File: src/rtl/core/kabp_pkg.sv
// Shared types and constants for the keyed alpha blend pixel unit.
// Holds the pixel item structs, the configuration struct and register map.
// No dependencies.
package kabp_pkg;

  // Configuration port geometry
  localparam int unsigned CfgDataW = 32;
  localparam int unsigned CfgAddrW = 4;
  localparam int unsigned ChanW    = 8;
  localparam int unsigned ColorW   = 3 * ChanW;

  // Register indexes (byte address is 4 * index)
  typedef enum logic [1:0] {
    REG_KEYING_ENABLE = 2'd0,
    REG_MASK_COLOR    = 2'd1,
    REG_TEXT_COLOR    = 2'd2,
    REG_MIX_AMOUNT    = 2'd3
  } reg_idx_e;

  // Input item: foreground and background pixel
  typedef struct packed {
    logic [ChanW-1:0] fore_blue;
    logic [ChanW-1:0] fore_green;
    logic [ChanW-1:0] fore_red;
    logic [ChanW-1:0] back_blue;
    logic [ChanW-1:0] back_green;
    logic [ChanW-1:0] back_red;
  } pix_in_t;

  // Result item: blended pixel
  typedef struct packed {
    logic [ChanW-1:0] out_blue;
    logic [ChanW-1:0] out_green;
    logic [ChanW-1:0] out_red;
  } pix_out_t;

  // Live configuration handed from the register block to the datapath
  typedef struct packed {
    logic              keying_enable;
    logic [ColorW-1:0] mask_color;
    logic [ColorW-1:0] text_color;
    logic [ChanW-1:0]  mix_amount;
  } cfg_t;

  // Full-scale channel value, the background weight is this minus alpha
  localparam logic [ChanW-1:0] ChanMax = {ChanW{1'b1}};

  // Blend one channel: (back*(255-a) + fore*a) >> 8
  function automatic logic [ChanW-1:0] blend_chan(
    input logic [ChanW-1:0] back,
    input logic [ChanW-1:0] fore,
    input logic [ChanW-1:0] alpha
  );
    logic [2*ChanW-1:0] back_w;
    logic [2*ChanW-1:0] fore_w;
    logic [2*ChanW-1:0] sum;
    back_w = back * (ChanMax - alpha);
    fore_w = fore * alpha;
    sum    = back_w + fore_w;
    return sum[2*ChanW-1:ChanW];
  endfunction

endpackage

File: src/rtl/core/keyed_alpha_blend_pixel_unit.sv
// Keyed alpha blend pixel unit: top level.
// Each accepted item is captured in the input register, then in the result register.
// Throughput: one item per cycle; the input stalls only while both stages hold
// items and the result side is stalled.
// Reset: asynchronous, active low; clears both stage valids and all config
// registers to zero. Depends on kabp_pkg, kabp_cfg_regs and kabp_pipe.
module keyed_alpha_blend_pixel_unit (
  input  logic                          clk_i,
  input  logic                          rst_ni,
  input  logic                          psel,
  input  logic                          penable,
  input  logic                          pwrite,
  input  logic [kabp_pkg::CfgAddrW-1:0] paddr,
  input  logic [kabp_pkg::CfgDataW-1:0] pwdata,
  output logic [kabp_pkg::CfgDataW-1:0] prdata,
  output logic                          pready,
  input  logic                          in_valid_i,
  output logic                          in_stall_o,
  input  kabp_pkg::pix_in_t             in_data_i,
  output logic                          out_valid_o,
  input  logic                          out_stall_i,
  output kabp_pkg::pix_out_t            out_data_o
);
  import kabp_pkg::*;

  cfg_t cfg;

  // Configuration registers
  kabp_cfg_regs u_cfg (
    .clk_i   (clk_i),
    .rst_ni  (rst_ni),
    .psel    (psel),
    .penable (penable),
    .pwrite  (pwrite),
    .paddr   (paddr),
    .pwdata  (pwdata),
    .prdata  (prdata),
    .pready  (pready),
    .cfg_o   (cfg)
  );

  // Item pipeline
  kabp_pipe u_pipe (
    .clk_i       (clk_i),
    .rst_ni      (rst_ni),
    .cfg_i       (cfg),
    .in_valid_i  (in_valid_i),
    .in_stall_o  (in_stall_o),
    .in_data_i   (in_data_i),
    .out_valid_o (out_valid_o),
    .out_stall_i (out_stall_i),
    .out_data_o  (out_data_o)
  );

endmodule

File: src/rtl/core/kabp_cfg_regs.sv
// APB-style configuration registers for the keyed alpha blend pixel unit.
// Depends on kabp_pkg for the register map and the configuration struct.
module kabp_cfg_regs (
  input  logic                            clk_i,
  input  logic                            rst_ni,
  input  logic                            psel,
  input  logic                            penable,
  input  logic                            pwrite,
  input  logic [kabp_pkg::CfgAddrW-1:0]   paddr,
  input  logic [kabp_pkg::CfgDataW-1:0]   pwdata,
  output logic [kabp_pkg::CfgDataW-1:0]   prdata,
  output logic                            pready,
  output kabp_pkg::cfg_t                  cfg_o
);
  import kabp_pkg::*;

  cfg_t     cfg_q, cfg_d;
  reg_idx_e reg_idx;
  logic     wr_en;

  assign pready  = 1'b1;
  assign reg_idx = reg_idx_e'(paddr[CfgAddrW-1:2]);
  assign wr_en   = psel & penable & pwrite & pready;

  // Write decode
  always_comb begin
    cfg_d = cfg_q;
    if (wr_en) begin
      case (reg_idx)
        REG_KEYING_ENABLE: cfg_d.keying_enable = pwdata[0];
        REG_MASK_COLOR:    cfg_d.mask_color    = pwdata[ColorW-1:0];
        REG_TEXT_COLOR:    cfg_d.text_color    = pwdata[ColorW-1:0];
        REG_MIX_AMOUNT:    cfg_d.mix_amount    = pwdata[ChanW-1:0];
        default:           cfg_d               = cfg_q;
      endcase
    end
  end

  always_ff @(posedge clk_i or negedge rst_ni) begin
    if (!rst_ni) begin
      cfg_q <= '0;
    end else begin
      cfg_q <= cfg_d;
    end
  end

  // Read mux
  always_comb begin
    case (reg_idx)
      REG_KEYING_ENABLE: prdata = {{(CfgDataW-1){1'b0}}, cfg_q.keying_enable};
      REG_MASK_COLOR:    prdata = {{(CfgDataW-ColorW){1'b0}}, cfg_q.mask_color};
      REG_TEXT_COLOR:    prdata = {{(CfgDataW-ColorW){1'b0}}, cfg_q.text_color};
      REG_MIX_AMOUNT:    prdata = {{(CfgDataW-ChanW){1'b0}}, cfg_q.mix_amount};
      default:           prdata = '0;
    endcase
  end

  assign cfg_o = cfg_q;

endmodule

File: src/rtl/core/kabp_mix.sv
// Combinational keying and blend of one pixel pair.
// Depends on kabp_pkg for item types, configuration struct and blend_chan.
module kabp_mix (
  input  kabp_pkg::cfg_t    cfg_i,
  input  kabp_pkg::pix_in_t pix_i,
  output kabp_pkg::pix_out_t pix_o,
  output logic              blended_o
);
  import kabp_pkg::*;

  logic [ColorW-1:0] fore_color;
  logic              mask_hit;
  logic              text_hit;
  pix_out_t          blend_pix;

  // Foreground packed in register layout: blue high, red low
  assign fore_color = {pix_i.fore_blue, pix_i.fore_green, pix_i.fore_red};
  assign mask_hit   = cfg_i.keying_enable && (fore_color == cfg_i.mask_color);
  assign text_hit   = cfg_i.keying_enable && (fore_color == cfg_i.text_color);

  // Per-channel weighted sum
  assign blend_pix.out_blue  = blend_chan(pix_i.back_blue,  pix_i.fore_blue,  cfg_i.mix_amount);
  assign blend_pix.out_green = blend_chan(pix_i.back_green, pix_i.fore_green, cfg_i.mix_amount);
  assign blend_pix.out_red   = blend_chan(pix_i.back_red,   pix_i.fore_red,   cfg_i.mix_amount);

  // Mask wins over text when both match
  always_comb begin
    blended_o = 1'b0;
    if (mask_hit) begin
      pix_o.out_blue  = pix_i.back_blue;
      pix_o.out_green = pix_i.back_green;
      pix_o.out_red   = pix_i.back_red;
    end else if (text_hit) begin
      pix_o.out_blue  = cfg_i.text_color[3*ChanW-1:2*ChanW];
      pix_o.out_green = cfg_i.text_color[2*ChanW-1:ChanW];
      pix_o.out_red   = cfg_i.text_color[ChanW-1:0];
    end else begin
      pix_o     = blend_pix;
      blended_o = 1'b1;
    end
  end

endmodule

File: src/rtl/core/kabp_pipe.sv
// Two-stage item pipeline: input register, mix logic, result register.
// Depends on kabp_pkg and kabp_mix.
module kabp_pipe (
  input  logic               clk_i,
  input  logic               rst_ni,
  input  kabp_pkg::cfg_t     cfg_i,
  input  logic               in_valid_i,
  output logic               in_stall_o,
  input  kabp_pkg::pix_in_t  in_data_i,
  output logic               out_valid_o,
  input  logic               out_stall_i,
  output kabp_pkg::pix_out_t out_data_o
);
  import kabp_pkg::*;

  logic     s1_valid_q, s1_valid_d;
  pix_in_t  s1_data_q;
  logic     s2_valid_q, s2_valid_d;
  pix_out_t s2_data_q;
  logic     s2_blended_q;
  logic     s1_stall;
  logic     s1_adv;
  logic     in_take;
  pix_out_t mix_pix;
  logic     mix_blended;

  // Stall propagation: a stage holds only while the one after it is full and held
  assign s1_stall   = s2_valid_q & out_stall_i;
  assign s1_adv     = s1_valid_q & ~s1_stall;
  assign in_stall_o = s1_valid_q & s1_stall;
  assign in_take    = in_valid_i & ~in_stall_o;

  assign s1_valid_d = in_stall_o ? s1_valid_q : in_valid_i;
  assign s2_valid_d = s1_stall ? s2_valid_q : s1_valid_q;

  // Valid bits
  always_ff @(posedge clk_i or negedge rst_ni) begin
    if (!rst_ni) begin
      s1_valid_q <= 1'b0;
      s2_valid_q <= 1'b0;
    end else begin
      s1_valid_q <= s1_valid_d;
      s2_valid_q <= s2_valid_d;
    end
  end

  // Input register
  always_ff @(posedge clk_i) begin
    if (in_take) begin
      s1_data_q <= in_data_i;
    end
  end

  kabp_mix u_mix (
    .cfg_i     (cfg_i),
    .pix_i     (s1_data_q),
    .pix_o     (mix_pix),
    .blended_o (mix_blended)
  );

  // Result register
  always_ff @(posedge clk_i) begin
    if (s1_adv) begin
      s2_data_q    <= mix_pix;
      s2_blended_q <= mix_blended;
    end
  end

  assign out_valid_o = s2_valid_q;
  assign out_data_o  = s2_data_q;

`ifndef NO_ASSERTIONS
  // Input side only stalls when both stages are occupied
  a_stall_full: assert property (@(posedge clk_i) disable iff (!rst_ni)
    in_stall_o |-> (s1_valid_q && s2_valid_q))
    else $error("input stalled with a free stage");

  // An item leaving the input register lands in the result register
  a_adv_lands: assert property (@(posedge clk_i) disable iff (!rst_ni)
    s1_adv |=> s2_valid_q)
    else $error("advanced item lost");

  // A blended channel never reaches full scale
  a_blend_range: assert property (@(posedge clk_i) disable iff (!rst_ni)
    (s2_valid_q && s2_blended_q) |->
      (s2_data_q.out_blue != ChanMax && s2_data_q.out_green != ChanMax &&
       s2_data_q.out_red != ChanMax))
    else $error("blend result out of range");
`endif

endmodule
File: config.mk
export PLATFORM = sky130hd
export DESIGN_NAME = keyed_alpha_blend_pixel_unit
export DESIGN_NICKNAME = d
export VERILOG_FILES = /design/src/rtl/core/kabp_pkg.sv /design/src/rtl/core/keyed_alpha_blend_pixel_unit.sv /design/src/rtl/core/kabp_cfg_regs.sv /design/src/rtl/core/kabp_mix.sv /design/src/rtl/core/kabp_pipe.sv
export SDC_FILE = /design/constraint.sdc
export NUM_CORES = 1
export LEC_CHECK = 0
export BUFFER_PORTS_ARGS = -buffer_cell sky130_fd_sc_hd__buf_2
export CORE_MARGIN = 2
export CORE_UTILIZATION = 50
export CTS_CLUSTER_SIZE = 14
export DETAILED_ROUTE_END_ITERATION = 6
export GPL_TIMING_DRIVEN = 1
export PLACE_DENSITY = 0.73
export SETUP_SLACK_MARGIN = 0.02
export SLEW_MARGIN = 20
export SYNTH_ARGS = -nofsm -noshare
export SYNTH_HDL_FRONTEND = slang
export SYNTH_SLANG_ARGS = --single-unit
File: constraint.sdc
create_clock -name clk_i -period 7.84 [get_ports clk_i]
set_input_delay 0.784 -clock clk_i [delete_from_list [all_inputs] [get_ports clk_i]]
set_output_delay 0.784 -clock clk_i [all_outputs]
set_load 0.02 [all_outputs]
==> impl_metrics.py, run 1 <==
metrics = {
    "flow_run": {
        "max-cap-violations": 0,
    },
    "grt": {
        "global_route_wire_length_before_repair_um": 75360,
        "initial_antenna_violation_count": 0,
        "grt_max_degree": 60,
        "first_global_vias": 14168,
        "grtUsageTotal": 0.2529,
        "global_route_total_overflow": 0,
    },
    "critical_path": {
        "crit_path_top_delay_cell": "dfrtp_1",
        "worstSetupEndpointType": "flop",
        "r2r_cells": 19,
        "crit_path_start": "u_cfg.cfg_o[2]$_DFFE_PN0P_",
        "crit_path_end": "u_pipe.out_data_o[14]$_DFFE_PP_",
        "worstPathMaxFanout": 28,
        "regToRegSetupSlack_ps": 840,
        "start_kind": "flop",
        "worst-endpoint-required_ps": 8030,
        "worstPathCellList": "buf_4, nor2b_1, fa_1, inv_1, fa_1, inv_1, fa_1, fa_1, fa_1, inv_1, fa_1, inv_1, ha_1, a211oi_1, o21ai_0, o2111ai_1, a21boi_0, o31ai_1, o21ai_0",
        "worst_path_largest_cell_delay_ps": 1100,
        "crit_path_frequent_cell": "fa_1",
        "crit_arrival_ps": 7190,
        "reg2reg_from": "u_cfg.cfg_o[2]$_DFFE_PN0P_",
        "worstReg2RegEnd": "u_pipe.out_data_o[14]$_DFFE_PP_",
        "criticalPathCategory": "flop to flop",
    },
    "logic_synthesis": {
        "synth.distinct_cells": 64,
        "yosys_register_bits": 131,
        "synth_enable_flop_cells": 72,
        "synth_top_area_frac": 0.3020,
        "syn-cell-area_sq_um": 18820,
        "synthCells": 1874,
        "post_synth.cell_area_avg_sq_um": 10.04,
        "synth_flop_cell": "edfxtp_1",
        "ys.warnings.count": 0,
        "synth_seq_area_share": 0.1933,
        "synth_area_leaders": "fa_1 (30%), ha_1 (12%), edfxtp_1 (11%)",
        "synth_top_cell_by_area": "fa_1",
        "synth_async_sr_flop_share": 0.4504,
    },
    "sta": {
        "fin_skew_ps": 8.821,
        "achievable-frequency_ghz": 0.1429,
        "worstMarginPinSlew_ps": 1145,
        "timing.final.max_slew_violations": 0,
        "final.period_utilization": 0.8924,
        "finalCriticalPeriod_ps": 6997,
        "rsz0062_at_grt": "false",
        "worst_slew_margin_rel": 0.2364,
        "report.final.setup_viol": 0,
        "final_hold_viols": 0,
        "post_route_setup_tns_ps": 0,
    },
    "die": {
        "chipHeight_um": 198.0,
        "row_count": 71,
        "i_o_pin_cnt": 150,
        "dieArea_sq_um": 39210,
        "fp.dieW_um": 198.0,
        "coreArea_sq_um": 37400,
        "initial_utilization": 0.5033,
    },
    "cells_and_area": {
        "n_antenna_cell": 0,
        "final_cell_mix": "inv_1 (409), fa_1 (284), ha_1 (186)",
        "final_layout_size_suffix_gt1_frac": 0.1299,
        "most_frequent_standard_cell_in_the_layout_excluding_fill_and_tap_cells": "inv_1",
        "nNetsFinal": 2518,
        "layout-area-overhead-vs-synth_pct": 8.196,
    },
    "clock_network": {
        "cts_made_buffers": 17,
        "clock_tree.root_cell": "clkbuf_16",
        "numClockSinks": 131,
        "ctsHoldBuffers": 0,
        "cts_setup_buffers": 0,
        "clock_insertion_delay_worst_skew_ps": 460,
        "cts_htree_levels": 4,
        "ctsResizeCount": 0,
        "clkSlewWorstSetupHoldPaths_ps": 60,
        "clk_path_buf_depth": 2,
        "cts_tree": "yes",
    },
    "place": {
        "dp_hpwl_um": 34950,
        "number_of_i_o_port_buffers": 130,
        "gp_routability_congestion": 0.8968,
    },
    "detailed_routing": {
        "via_count_of_the_routed_design": 13115,
        "finalWirelength_um": 45650,
        "drt_iter0_drc": 893,
        "wl_per_cell_um": 18.40,
        "drtPass1Iterations": 5,
        "remaining_drc_errors": 0,
        "routed_via_density": 5.286,
        "drt.antenna.violating_nets": 0,
    },
    "hold_path": {
        "worstHoldPathType": "input pin to asynchronous set/reset pin",
    },
    "status": {
        "run_status": "complete, no violations",
    },
}
-- synthesized netlist by cell type, types with 2 or more instances --
| library cell | n |
|---|---|
| a21o_1 | 7 |
| nor3_2 | 2 |
| conb_1 | 2 |
| inv_1 | 409 |
| ha_1 | 186 |
| o21ai_0 | 20 |
| nor2b_1 | 101 |
| mux2i_1 | 4 |
| nor4_1 | 3 |
| mux2_2 | 59 |
| nand2_1 | 85 |
| a21oi_1 | 36 |
| buf_2 | 22 |
| o2111a_1 | 2 |
| a211oi_1 | 6 |
| o31ai_1 | 2 |
| edfxtp_1 | 72 |
| a2111oi_0 | 2 |
| buf_1 | 6 |
| buf_6 | 9 |
| nand4_1 | 9 |
| nand2b_1 | 92 |
| o2111ai_1 | 3 |
| nor3_1 | 9 |
| or3_1 | 3 |
| xnor2_1 | 53 |
| a21boi_0 | 6 |
| nand3_1 | 12 |
| o221ai_1 | 2 |
| and2_1 | 138 |
| fa_1 | 284 |
| o21bai_1 | 3 |
| a22o_1 | 23 |
| nor2_1 | 24 |
| xnor2_2 | 3 |
| clkbuf_1 | 47 |
| a31oi_1 | 7 |
| buf_4 | 10 |
| o22ai_1 | 2 |
| a211o_1 | 2 |
| dfrtp_1 | 59 |
| and3_1 | 5 |
| o211ai_1 | 6 |
| xor2_1 | 17 |
-- metrics by stage --
| stage | cell area [sq um] | setup slack, ps | hold WS (ps) | utilization | instances |
|---|---|---|---|---|---|
| floorplan | 18850 | 1970 | 443.4 | - | 1881 |
| global placement | 19830 | 1056 | 461.7 | 0.5302 | 2449 |
| detailed placement | 19830 | 965.0 | 490.9 | 0.5302 | 2449 |
| CTS | 20360 | 929.3 | 487.1 | 0.5445 | 2481 |
| global route | 20370 | 557.4 | 494.2 | 0.5445 | 2481 |
| finish | 20370 | 843.2 | 484.3 | 0.5445 | 2481 |
-- critical path: cells and delay by family (launching register included) --
| kind | cells | cell delay [ps] |
|---|---|---|
| AO/OA/AOI/OAI | 6 | 1660 |
| AND/OR/NAND/NOR | 1 | 100 |
| flip-flops | 1 | 1100 |
| adder cells (fa/ha/maj) | 7 | 3270 |
| buffers and inverters | 5 | 590 |
-- cells by family after synthesis --
logic type	synth area share
compound gates	0.05045
buf+inv	0.1074
other cells	0.0003990
mux	0.03862
simple gates	0.1490
xor+xnor	0.03516
flops	0.1933
fa+ha+maj	0.4257
-- worst min-delay path by stage --
stage | from | to | cells after the start
after floorplan | u_pipe.s1_valid_q$_DFFE_PN0N_ | u_pipe.out_valid_o$_DFFE_PN0N_ | 1
after global placement | u_pipe.s1_valid_q$_DFFE_PN0N_ | u_pipe.out_valid_o$_DFFE_PN0N_ | 1
after detailed placement | u_pipe.s1_valid_q$_DFFE_PN0N_ | u_pipe.out_valid_o$_DFFE_PN0N_ | 1
after CTS | in_data_i[22] | u_pipe.s1_data_q[22]$_DFFE_PP_ | 1
after global routing | in_data_i[35] | u_pipe.s1_data_q[35]$_DFFE_PP_ | 1
final | rst_ni | u_cfg.cfg_o[38]$_DFFE_PN0P_ | 2
-- flip-flops by register name, summed over array words and instances (netlist names) --
| signal | count |
|---|---|
| u_pipe.s1_valid_q | 1 |
| u_pipe.s1_data_q | 48 |
| u_cfg.cfg_o | 57 |
| u_pipe.out_data_o | 24 |
| u_pipe.out_valid_o | 1 |
-- metal layers --
layer,track usage,up-vias,part of all wire,wire [um]
met2,0.4128,501,0.48,21820
met5,0,-,0,0
met1,0.3381,6609,0.41,18840
met4,0.09719,0,0.036,1622
li1,-,5919,-,-
met3,0.04377,86,0.074,3369
-- cell type report --
cell class                 count  area [sq um]
fill                        3227         17030
multi-input combinational   1247         13210
sequential                   131          3638
inverter                     409          1535
timing repair buffer         151         808.3
tap                          511         639.4
clock buffer                  21         461.7
clock inverter                11         72.57
Power of run 1 is left out: the tool's default activity adds up to more than one toggle a clock period on the data nets, which glitch-free logic cannot reach.
==> inputs of run 2 (changes only) <==
Settings changed: BUFFER_PORTS_ARGS -buffer_cell sky130_fd_sc_hd__buf_2 to unset, DONT_BUFFER_PORTS set to 1, PLACE_DENSITY 0.73 to 0.7, SKIP_CTS_REPAIR_TIMING set to 1.
==> impl_metrics.py, run 2 (synthesis gave the netlist of run 1 again) <==
metrics = {
    "grt": {
        "initial_antenna_violation_count": 0,
        "grt_max_degree": 60,
        "first_global_vias": 13634,
        "grtUsageTotal": 0.2475,
        "global_route_total_overflow": 0,
        "global_route_wire_length_before_repair_um": 73300,
    },
    "detailed_routing": {
        "drtPass1Iterations": 5,
        "drt_iter0_drc": 695,
        "wl_per_cell_um": 18.81,
        "routed_via_density": 5.315,
        "remaining_drc_errors": 0,
        "detailroute.wirelength.met2_um": 20390,
        "topRoutingLayerUsed": "met4",
        "via_count_of_the_routed_design": 12517,
        "finalWirelength_um": 44290,
        "met1_length_um": 18700,
        "met3_wirelength_um": 3362,
        "drt.antenna.violating_nets": 0,
    },
    "critical_path": {
        "worstReg2RegEnd": "u_pipe.out_data_o[14]$_DFFE_PP_",
        "start_kind": "flop",
        "worst-endpoint-required_ps": 8030,
        "crit_path_end": "u_pipe.out_data_o[14]$_DFFE_PP_",
        "regToRegSetupSlack_ps": 990,
        "r2r_cells": 17,
        "worstPathMaxFanout": 25,
        "worstSetupEndpointType": "flop",
        "reg2reg_from": "u_cfg.cfg_o[3]$_DFFE_PN0P_",
        "criticalPathCategory": "flop to flop",
        "crit_arrival_ps": 7040,
        "crit_path_start": "u_cfg.cfg_o[3]$_DFFE_PN0P_",
    },
    "sta": {
        "final.period_utilization": 0.8733,
        "rsz0062_at_grt": "false",
        "post_route_setup_tns_ps": 0,
        "finalCriticalPeriod_ps": 6846,
        "worst_slew_margin_rel": 0.2450,
        "fin_skew_ps": 19.45,
        "achievable-frequency_ghz": 0.1461,
        "worstMarginPinSlew_ps": 1133,
        "final_hold_viols": 0,
        "timing.final.max_slew_violations": 0,
        "report.final.setup_viol": 0,
    },
    "clock_network": {
        "clock_tree.root_cell": "clkbuf_16",
        "clkSlewWorstSetupHoldPaths_ps": 60,
        "cts_tree": "yes",
        "cts_htree_levels": 4,
        "clk_path_buf_depth": 2,
        "clock_insertion_delay_worst_skew_ps": 460,
        "cts_made_buffers": 17,
        "numClockSinks": 131,
    },
    "die": {
        "chipHeight_um": 198.0,
        "initial_utilization": 0.5033,
        "dieArea_sq_um": 39210,
        "fp.dieW_um": 198.0,
        "coreArea_sq_um": 37400,
        "row_count": 71,
        "i_o_pin_cnt": 150,
    },
    "cells_and_area": {
        "nNetsFinal": 2392,
        "final_layout_size_suffix_gt1_frac": 0.06941,
        "largest_reg_flops": 57,
        "most_frequent_standard_cell_in_the_layout_excluding_fill_and_tap_cells": "inv_1",
        "n_antenna_cell": 0,
        "final_cell_mix": "inv_1 (409), fa_1 (284), ha_1 (186)",
        "layout-area-overhead-vs-synth_pct": 5.258,
    },
    "status": {
        "run_status": "complete, no violations",
    },
    "place": {
        "gp_routability_congestion": 0.8625,
        "dp_hpwl_um": 34240,
        "number_of_i_o_port_buffers": 0,
    },
    "hold_path": {
        "worstHoldPathType": "input pin to asynchronous set/reset pin",
    },
    "flow_run": {
        "max-cap-violations": 0,
    },
}
run 2: cell types whose count changed in the layout (fill, tap and decap cells not counted), moves of 2 or more:
cell,change
inv_4,-4
bufinv_16,+3
dlygate4sd3_1,+2
clkinvlp_4,+2
clkinv_2,-2
buf_4,+2
buf_2,-130
run 2: critical path: stages (launching register included):
cell	delay, ps
dfrtp_1	1090
buf_4	340
and2_1	170
fa_1	450
fa_1	570
fa_1	430
fa_1	460
fa_1	500
inv_1	50
fa_1	480
inv_1	50
ha_1	360
a211oi_1	430
o21ai_0	230
o2111ai_1	370
a21boi_0	140
o31ai_1	310
o21ai_0	140
run 2: worst min path at each step:
stage | endpoint | slack (ps)
after floorplan | u_pipe.out_valid_o$_DFFE_PN0N_ | 440
after global placement | u_pipe.out_valid_o$_DFFE_PN0N_ | 460
after detailed placement | u_pipe.s1_valid_q$_DFFE_PN0N_ | 490
after CTS | u_cfg.cfg_o[9]$_DFFE_PN0P_ | -5
after global routing | u_cfg.cfg_o[18]$_DFFE_PN0P_ | 2
final | u_pipe.out_valid_o$_DFFE_PN0N_ | 20
run 2: per-layer routing:
layer / track usage / vias up
met5: 0 / -
met4: 0.1047 / 0
met3: 0.05433 / 99
met2: 0.3927 / 434
met1: 0.3290 / 6325
li1: - / 5659
run 2: stage by stage:
step	cell area, sq um	instances	hold WS, ps	util	setup slack (ps)
floorplan	18850	1881	443.4	-	1970
global placement	19190	2321	464.0	0.5132	1160
detailed placement	19200	2321	486.3	0.5133	1036
CTS	19790	2353	-4.520	0.5292	1017
global route	19810	2355	1.631	0.5298	598.0
finish	19810	2355	22.96	0.5298	993.5
run 2: area by class of cell:
class | instances | area, sq um
clock inverter | 11 | 153.9
inverter | 409 | 1535
clock buffer | 21 | 440.4
multi-input combinational | 1247 | 13210
timing repair buffer | 25 | 192.7
fill | 3330 | 17590
tap | 511 | 639.4
sequential | 131 | 3638
Power of run 2 is left out for the same reason.
==> inputs of run 3 (changes only) <==
Settings changed: PLACE_DENSITY 0.7 to unset, PLACE_DENSITY_LB_ADDON set to 0.08, SETUP_SLACK_MARGIN 0.02 to unset.
==> impl_metrics.py, run 3 (synthesis gave the netlist of run 1 again) <==
metrics = {
    "sta": {
        "worst_slew_margin_rel": 0.2459,
        "final_hold_viols": 0,
        "fin_skew_ps": 14.17,
        "worst_slack_ps": 948.2,
        "rsz0062_at_grt": "false",
        "final.period_utilization": 0.8791,
        "post_route_setup_tns_ps": 0,
        "worstMarginPinSlew_ps": 1128,
        "achievable-frequency_ghz": 0.1451,
        "report.final.setup_viol": 0,
        "finalCriticalPeriod_ps": 6892,
        "timing.final.max_slew_violations": 0,
    },
    "detailed_routing": {
        "drt_iter0_drc": 676,
        "finalWirelength_um": 46880,
        "routed_via_density": 5.237,
        "remaining_drc_errors": 0,
        "detailroute.wirelength.met2_um": 20920,
        "drtPass1Iterations": 4,
        "wl_per_cell_um": 19.87,
        "met3_wirelength_um": 2721,
        "topRoutingLayerUsed": "met4",
        "met1_length_um": 22180,
        "via_count_of_the_routed_design": 12360,
        "drt.antenna.violating_nets": 0,
    },
    "cells_and_area": {
        "multiInputGateArea_sq_um": 13210,
        "largest_reg_flops": 57,
        "finish.cell_count_without_fillers": 2360,
        "register_area_sq_um": 3641,
        "final_layout_size_suffix_gt1_frac": 0.07197,
        "post-route-cell-area_sq_um": 19870,
        "most_frequent_standard_cell_in_the_layout_excluding_fill_and_tap_cells": "inv_1",
        "layout-area-overhead-vs-synth_pct": 5.584,
        "fillerInstances": 3436,
        "nNetsFinal": 2396,
        "final_cell_mix": "inv_1 (409), fa_1 (284), ha_1 (186)",
    },
    "place": {
        "dpl_worst_slack_ps": 1062,
        "dp_hpwl_um": 35890,
        "placedCellCount": 2326,
        "post_dp_cell_area_sq_um": 19230,
        "number_of_i_o_port_buffers": 0,
        "gp_routability_congestion": 0.8559,
    },
    "critical_path": {
        "worst-endpoint-required_ps": 8060,
        "crit_path_start": "u_cfg.cfg_o[4]$_DFFE_PN0P_",
        "worst_path_largest_cell_delay_ps": 970,
        "reg2reg_from": "u_cfg.cfg_o[4]$_DFFE_PN0P_",
        "worstSetupEndpointType": "flop",
        "worstPathCellList": "buf_4, nand2b_1, fa_1, fa_1, inv_1, fa_1, fa_1, fa_1, inv_1, fa_1, inv_1, ha_1, a211oi_1, o21ai_0, o2111ai_1, a21boi_0, o31ai_1, o21ai_0",
        "worstPathMaxFanout": 20,
        "crit_arrival_ps": 7110,
        "crit_path_frequent_cell": "fa_1",
        "criticalPathCategory": "flop to flop",
        "crit_path_top_delay_cell": "dfrtp_1",
        "start_kind": "flop",
    },
    "die": {
        "chipHeight_um": 198.0,
        "i_o_pin_cnt": 150,
        "row_count": 71,
        "dieArea_sq_um": 39210,
        "initial_utilization": 0.5033,
        "coreArea_sq_um": 37400,
        "fp.dieW_um": 198.0,
    },
    "status": {
        "run_status": "complete, no violations",
    },
    "grt": {
        "initial_antenna_violation_count": 1,
        "global_route_wire_length_before_repair_um": 75530,
        "first_global_vias": 13349,
        "grtUsageTotal": 0.2604,
        "grt_max_degree": 60,
        "global_route_total_overflow": 0,
    },
    "clock_network": {
        "clkSlewWorstSetupHoldPaths_ps": 60,
        "cts_htree_levels": 4,
        "clock_tree.root_cell": "clkbuf_16",
        "cts_made_buffers": 17,
        "cts_tree": "yes",
        "clk_path_buf_depth": 2,
        "numClockSinks": 131,
        "clock_insertion_delay_worst_skew_ps": 480,
    },
    "flow_run": {
        "max-cap-violations": 0,
    },
    "hold_path": {
        "worstHoldPathType": "input pin to asynchronous set/reset pin",
    },
}
==> run 3: cell types whose count changed in the layout (fill, tap and decap cells not counted), moves of 2 or more <==
cell and change:
dfrtp_2 +2, clkinvlp_4 -4, dfrtp_1 -2, clkbuf_8 +2, clkbuf_16 +2, buf_4 +5
dlygate4sd3_1 -2
==> run 3: area by class of cell <==
cell class / count / share of cell area
Sequential cell: 131 / 0.1832
Antenna cell: 1 / 0.0001259
Multi-Input combinational cell: 1247 / 0.6646
Clock buffer: 26 / 0.02625
Clock inverter: 6 / 0.004470
Inverter: 409 / 0.07725
Tap cell: 511 / 0.03217
Timing Repair Buffer: 29 / 0.01196
==> run 3: stage by stage <==
step | util | hold slack (ps)
final | 0.5314 | 175.4
after global placement | 0.5143 | 468.0
after detailed placement | 0.5143 | 478.8
after CTS | 0.5306 | -40.59
after floorplan | - | 443.4
after global routing | 0.5313 | 174.8
==> run 3: per-layer routing <==
metal  up-vias  global-route usage
li1       5673                   -
met1      6338              0.3710
met2       296              0.3963
met3        53             0.05365
met4         0             0.08967
met5         -                   0
==> run 3: final timing paths <==
path | end | slack, ps | cells past startpoint
setup / recovery | u_pipe.out_data_o[14]$_DFFE_PP_ | 950 | 18
hold / removal | u_cfg.cfg_o[26]$_DFFE_PN0P_ | 180 | 1
max in group asynchronous | u_cfg.cfg_o[2]$_DFFE_PN0P_ | 7390 | 1
min in group clk_i | u_pipe.s1_data_q[14]$_DFFE_PP_ | 390 | 0
hold reg to reg | u_pipe.out_valid_o$_DFFE_PN0N_ | 490 | 1
setup reg to reg | u_pipe.out_data_o[14]$_DFFE_PP_ | 950 | 18
==> run 3: worst max-delay path, delay by kind of cell (launching register included) <==
family                   cells  cell delay, ps
AND/OR/NAND/NOR              1             150
adder cells (fa/ha/maj)      7            3310
buffers and inverters        4             480
AO/OA/AOI/OAI                6            1690
flip-flops                   1             970
Power of run 3 is left out for the same reason.
